[src/hw/rtl/spwm_pkg.sv]
// Package for the sinusoidal PWM phase/duty pipeline: widths, register codes,
// payload and inter-stage types, and the quarter-wave sine table built at elaboration.
// No dependencies.
package spwm_pkg;

	localparam int ANGLE_BITS       = 12;
	localparam int SINE_TABLE_DEPTH = 1024;
	localparam int DEPTH_BITS       = $clog2(SINE_TABLE_DEPTH);
	localparam int QUARTER_BITS     = DEPTH_BITS - 2;
	localparam int QUARTER          = SINE_TABLE_DEPTH / 4;

	localparam int PPC_W      = 7;
	localparam int VS_W       = 15;
	localparam int LIM_W      = 15;
	localparam int PER_W      = 17;
	localparam int UQ_W       = 16;
	localparam int CFG_IDX_W  = 3;
	localparam int CFG_DATA_W = 17;

	localparam logic [PPC_W-1:0] PPC_RESET = PPC_W'(7);
	localparam logic [VS_W-1:0]  VS_RESET  = VS_W'(3072);
	localparam logic [LIM_W-1:0] LIM_RESET = LIM_W'(3072);
	localparam logic [PER_W-1:0] PER_RESET = PER_W'(65536);

	typedef enum logic [CFG_IDX_W-1:0] {
		REG_POLE_PAIRS  = 3'd0,
		REG_ELEC_OFFSET = 3'd1,
		REG_SUPPLY      = 3'd2,
		REG_LIMIT       = 3'd3,
		REG_PERIOD      = 3'd4
	} cfg_reg_t;

	// sine magnitude Q15 (1.0 = 32768), signed sine one bit wider
	localparam int QSIN_W = 16;
	localparam int SIN_W  = 17;

	// working scale: half of the doubled phase voltage, 2^34 per volt
	localparam int PROD_W      = UQ_W + SIN_W;
	localparam int SQRT3_HALF  = 3547;
	localparam int SQ3_W       = 12;
	localparam int TERM_W      = PROD_W + SQ3_W;
	localparam int H_W         = TERM_W + 2;
	localparam int ALPHA_SHIFT = 12;
	localparam int BETA_SHIFT  = 11;
	localparam int VS_SHIFT    = 27;
	localparam int HC_W        = LIM_W + VS_SHIFT;
	localparam int LO_W        = HC_W / 2;
	localparam int HI_W        = HC_W - LO_W;
	localparam int NUM_W       = HC_W + PER_W + 1;
	localparam int NQ_W        = NUM_W - VS_SHIFT;
	localparam int QUOT_W      = PER_W;
	localparam int LANES       = 3;

	localparam int FRONT_STAGES = 3;
	localparam int PHASE_STAGES = 5;
	localparam int PIPE_LATENCY = FRONT_STAGES + PHASE_STAGES + QUOT_W + 1;

	localparam longint SC1 = 1686629713;
	localparam longint SC3 = 693598668;
	localparam longint SC5 = 85569304;
	localparam longint SC7 = 5026995;
	localparam longint SC9 = 172273;

	typedef struct packed {
		logic [ANGLE_BITS-1:0]  rotor_angle;
		logic signed [UQ_W-1:0] quadrature_voltage;
	} item_t;

	typedef struct packed {
		logic [PER_W-1:0] compare_a;
		logic [PER_W-1:0] compare_b;
		logic [PER_W-1:0] compare_c;
	} result_t;

	typedef struct packed {
		logic [PPC_W-1:0] pole_pair_count;
		logic [VS_W-1:0]  supply_voltage;
		logic [LIM_W-1:0] phase_voltage_limit;
		logic [PER_W-1:0] pwm_period;
	} cfg_t;

	typedef struct packed {
		logic signed [PROD_W-1:0] p;    // Uq * sin
		logic signed [PROD_W-1:0] q;    // Uq * cos
	} prod_t;

	typedef struct packed {
		logic [NQ_W-1:0] num;
		logic            sat;
	} lane_t;

	typedef logic [QUARTER:0][QSIN_W-1:0] qsin_tab_t;

	// odd degree-9 polynomial for sin(pi/2 * u), Q30, rounded to Q15
	function automatic qsin_tab_t build_qsin();
		qsin_tab_t tab;
		longint    u;
		longint    u2;
		longint    r;
		longint    s;
		tab = '0;
		for (int j = 0; j <= QUARTER; j++) begin
			u  = (longint'(j) <<< 30) / QUARTER;
			u2 = (u * u) >>> 30;
			r  = SC9;
			r  = SC7 - ((u2 * r) >>> 30);
			r  = SC5 - ((u2 * r) >>> 30);
			r  = SC3 - ((u2 * r) >>> 30);
			r  = SC1 - ((u2 * r) >>> 30);
			s  = (((u * r) >>> 30) + 16384) >>> 15;
			if (s > 32768) begin
				s = 32768;
			end
			tab[j] = QSIN_W'(s);
		end
		return tab;
	endfunction

	localparam qsin_tab_t QSIN_TAB = build_qsin();

	function automatic logic signed [SIN_W-1:0] table_sine(input logic [DEPTH_BITS-1:0] k);
		logic [1:0]              quad;
		logic [QUARTER_BITS-1:0] j;
		logic [QUARTER_BITS:0]   idx;
		logic [SIN_W-1:0]        mag;
		quad = k[DEPTH_BITS-1 -: 2];
		j    = k[QUARTER_BITS-1:0];
		idx  = quad[0] ? ((QUARTER_BITS+1)'(QUARTER) - {1'b0, j}) : {1'b0, j};
		mag  = {1'b0, QSIN_TAB[idx]};
		return quad[1] ? -$signed(mag) : $signed(mag);
	endfunction

endpackage

[src/hw/rtl/spwm_cfg.sv]
// Configuration register file of the sinusoidal PWM block.
// Depends on spwm_pkg.
module spwm_cfg (
	input  logic                              clk,
	input  logic                              arst_n,
	input  logic                              cfg_valid,
	output logic                              cfg_ready,
	input  logic [spwm_pkg::CFG_IDX_W-1:0]    cfg_index,
	input  logic [spwm_pkg::CFG_DATA_W-1:0]   cfg_data,
	output spwm_pkg::cfg_t                    cfg
);
	import spwm_pkg::*;

	logic [PPC_W-1:0] ppc_q;
	logic [VS_W-1:0]  vs_q;
	logic [LIM_W-1:0] lim_q;
	logic [PER_W-1:0] per_q;

	assign cfg_ready = 1'b1;

	always_ff @(posedge clk or negedge arst_n) begin
		if (!arst_n) begin
			ppc_q <= PPC_RESET;
			vs_q  <= VS_RESET;
			lim_q <= LIM_RESET;
			per_q <= PER_RESET;
		end else if (cfg_valid && cfg_ready) begin
			unique case (cfg_index)
				REG_POLE_PAIRS:  ppc_q <= cfg_data[PPC_W-1:0];
				REG_ELEC_OFFSET: ;  // offset is subtracted and re-added: no effect
				REG_SUPPLY:      vs_q  <= cfg_data[VS_W-1:0];
				REG_LIMIT:       lim_q <= cfg_data[LIM_W-1:0];
				REG_PERIOD:      per_q <= cfg_data[PER_W-1:0];
				default:         ;
			endcase
		end
	end

	assign cfg.pole_pair_count     = ppc_q;
	assign cfg.supply_voltage      = vs_q;
	assign cfg.phase_voltage_limit = lim_q;
	assign cfg.pwm_period          = per_q;

endmodule

[config.mk]
export PLATFORM = sky130hd
export DESIGN_NAME = spwm_cfg
export DESIGN_NICKNAME = d
export VERILOG_FILES = /design/src/hw/rtl/spwm_pkg.sv /design/src/hw/rtl/spwm_cfg.sv
export SDC_FILE = /design/constraint.sdc
export NUM_CORES = 1
export LEC_CHECK = 0
export BUFFER_PORTS_ARGS = -buffer_cell sky130_fd_sc_hd__buf_2
export CAP_MARGIN = 20
export CORE_MARGIN = 1.5
export CORE_UTILIZATION = 48
export CTS_CLUSTER_DIAMETER = 80
export DETAILED_ROUTE_END_ITERATION = 6
export GPL_TIMING_DRIVEN = 0
export PLACE_DENSITY = 0.87
export SLEW_MARGIN = 20
export SYNTH_ARGS = -nofsm -noshare
export SYNTH_HDL_FRONTEND = slang
export SYNTH_SLANG_ARGS = --single-unit
[constraint.sdc]
create_clock -name clk -period 0.9 [get_ports clk]
set_clock_uncertainty 0.05 [all_clocks]
set_input_delay 0.225 -clock clk [delete_from_list [all_inputs] [get_ports clk]]
set_output_delay 0.225 -clock clk [all_outputs]
set_load 0.01 [all_outputs]
==> impl_metrics.yaml <==
outcome:
  status: "finished, violations left"
  violations: "hold timing, setup timing"
cts:
  clk_latency_ps: 310
  cts_root_buf: "clkbuf_8"
  tritoncts: "built"
  cts_sinks: 54
  cts_buffers: 5
  path_clk_slew_ps: 110
  ctsHtreeMaxLevel: 2
  max-clock-path-buffers: 2
synthesis:
  synth_top_cell_area_share_pct: 53.9
  netlist_area_um2: 2130
  synthesis.nets: 142
  synth_top_family_by_area: "multiplexers"
  ys_seq_elements: 54
  synth_mux_area_share_pct: 30.2
  post-synth-top-count-cell: "dfrtp_1"
  synth_compound_area_share_pct: 0
  synthXorXnorAreaFrac_pct: 0
  synthArstFlopShare_pct: 100
  yosys.area_share.adder_pct: 0
  synthFlopType: "dfrtp_1"
  synth_warnings: 0
  synth_cell_types: 12
  synth_area_leaders: "dfrtp_1 54%, mux2_2 18%, dfstp_2 9.8%"
  syn_area_per_cell_um2: 17.9
  yosys.area.top_type: "dfrtp_1"
  synth_edf_count: 0
  synth_cells: 119
  synth_commonest_cells: "46 x dfrtp_1, 34 x mux2_2, 10 x mux2_1, 10 x mux2_4, 8 x dfstp_2"
  synthSimpleGateAreaFrac_pct: 2.75
  synth_seq_area_share_pct: 63.8
route:
  wire_per_inst_um: 19.9
  vias: 1470
  drt_iter0_markers: 57
  remaining_drc_errors: 0
  ant_nets: 0
  via_per_inst: 5.10
  routed_wl_mm: 5.73
  drtPass1Iterations: 4
sta:
  setup_ws_ps: -359
  final.setup.tns_ps: -20160
  setup_violations: 95
  tightest_slew_ps: 666
  max_freq_mhz: 794
  slew_viol_final: 0
  slew_headroom_pct: 55.6
  fin_crit_sh_pct: 140
  rsz0062_at_grt: "true"
  timing.hold.ws_ps: -123
  fin_crit_ps: 1260
  finalHoldViolCount: 46
place:
  placed_area_um2: 2620
  place_inst: 247
  dp.final_hpwl_mm: 2.91
  routabilityCongestion: 0.685
  pre_cts_slack_ps: -725
  port_buffers: 76
pwr:
  power.internal_w: 0.00513
  power.switching_w: 0.00210
  switching_share_pct: 29.0
  power.share.combinational_pct: 34.3
  power_density_nw_per_um2: 2160
  peakVddDrop_mv: 2.02
  clkPwrFrac_pct: 19.1
  leakagePower_nw: 1.67
  power.sequential.fraction_pct: 46.6
global_routing:
  grt_pass1_wl_mm: 7.99
  antenna_found_initial: 0
  grt_max_degree: 55
  overflow: 0
  grt_usage_pct: 21.8
  first_global_vias: 1509
setup_path:
  crit_type: "register to output port"
  critPathLaunchType: "register"
  crit_fanout: 2
  required_ps: 620
  cpPeakStageDelay_ps: 560
  crit_slowest_cell: "dfstp_2"
  cpLargestDelayFamily: "flip-flops"
  critPathCaptureType: "output port"
  path_buf_inv: 1
  arrival_ps: 980
  path_cells: "buf_6"
die:
  core_um2: 4320
  start_util_pct: 49.4
  die_h_um: 69.7
  dieWidth_um: 69.7
  pin_count: 78
  rows: 24
  dieArea_um2: 4860
layout:
  final_cells: 288
  area_growth_syn_to_layout_pct: 56.9
  drive_gt1_share_pct: 80.1
  seqCellArea_um2: 1360
  multi_input_area_um2: 856
  n_antenna_cell: 0
  finalInstanceArea_um2: 3350
  final_nets: 258
  fillCellCount: 249
run:
  cap_violations: 0
hold_path:
  hp-class: "input port to asynchronous set/reset pin"
## registers in the layout, indices dropped and copies added, names as in the netlist
register	flops
per_q	17
lim_q	15
vs_q	15
ppc_q	7
## what timing repair did
item,4_1_cts,5_1_grt
endpoints found under the setup margin,101,97
buffers inserted,15,19
resized for setup,49,20
gates cloned,2,1
pin swaps,2,3
hold endpoints to repair,46,46
## power groups by stage
stage	Clock, W	Sequential, W	Combinational (W)
6_report	0.00138	0.00337	0.00248
5_1_grt	0.00151	0.00342	0.00262
4_1_cts	0.00139	0.00331	0.00208
3_5_place_dp	0	0.00332	0.00166
3_3_place_gp	0	0.00330	0.00160
2_1_floorplan	0	0.00358	0.000611
## cell type report
type,count,share of cell area [%]
sequential,54,40.7
tap,52,1.94
clock buffer,5,2.06
buffer,6,2.54
clock inverter,3,0.635
timing repair buffer,109,26.6
multi-input combinational,59,25.6
## placed cells by master (no fill, tap or decap)
master       n
buf_12       7
buf_16       2
buf_2       55
buf_4       23
buf_6       26
buf_8        1
clkbuf_16    1
clkbuf_8     5
clkinv_2     1
clkinv_4     1
clkinvlp_4   1
conb_1       1
dfrtp_1     46
dfstp_2      8
mux2_2      15
mux2_4      39
nand4b_4     1
nor4b_4      1
nor4bb_4     2
## final timing paths
check	from	end	slack [ps]	cells past startpoint
worst min-delay path	arst_n	lim_q[2]$_DFFE_PN0P_	-120	1
worst max-delay path	ppc_q[0]$_DFFE_PN1P_	cfg[47]	-360	1
min in group clk	cfg_data[16]	per_q[16]$_DFFE_PN1P_	80	2
worst min register to register	per_q[11]$_DFFE_PN0P_	per_q[11]$_DFFE_PN0P_	460	1
worst max register to register	vs_q[4]$_DFFE_PN0P_	vs_q[4]$_DFFE_PN0P_	-180	3
max in group asynchronous	arst_n	per_q[12]$_DFFE_PN0P_	470	1
## cells by family (layout without fill, tap and decap cells)
family,count (synthesis),after routing
buffers and inverters,6,123
flip-flops,54,54
multiplexers,54,54
other,1,1
AND/OR/NAND/NOR,4,4
## per-layer routing
layer,track usage (%),vias to the layer above,part of all wire [%]
li1,-,653,-
met4,7.48,0,1.6
met1,25.8,751,39
met3,5.96,10,6.4
met2,38.5,56,53
met5,0,-,0
## through the flow
| step | util, % | hold slack [ps] | power, W |
|---|---|---|---|
| final | 77.4 | -123 | 0.00723 |
| after global placement | 60.6 | 407 | 0.00490 |
| after floorplan | - | -121 | 0.00419 |
| after global routing | 77.4 | -70.8 | 0.00755 |
| after detailed placement | 60.6 | 254 | 0.00498 |
| after CTS | 71.9 | -88.6 | 0.00679 |
Note: power is estimated with default switching activity, not from simulation.
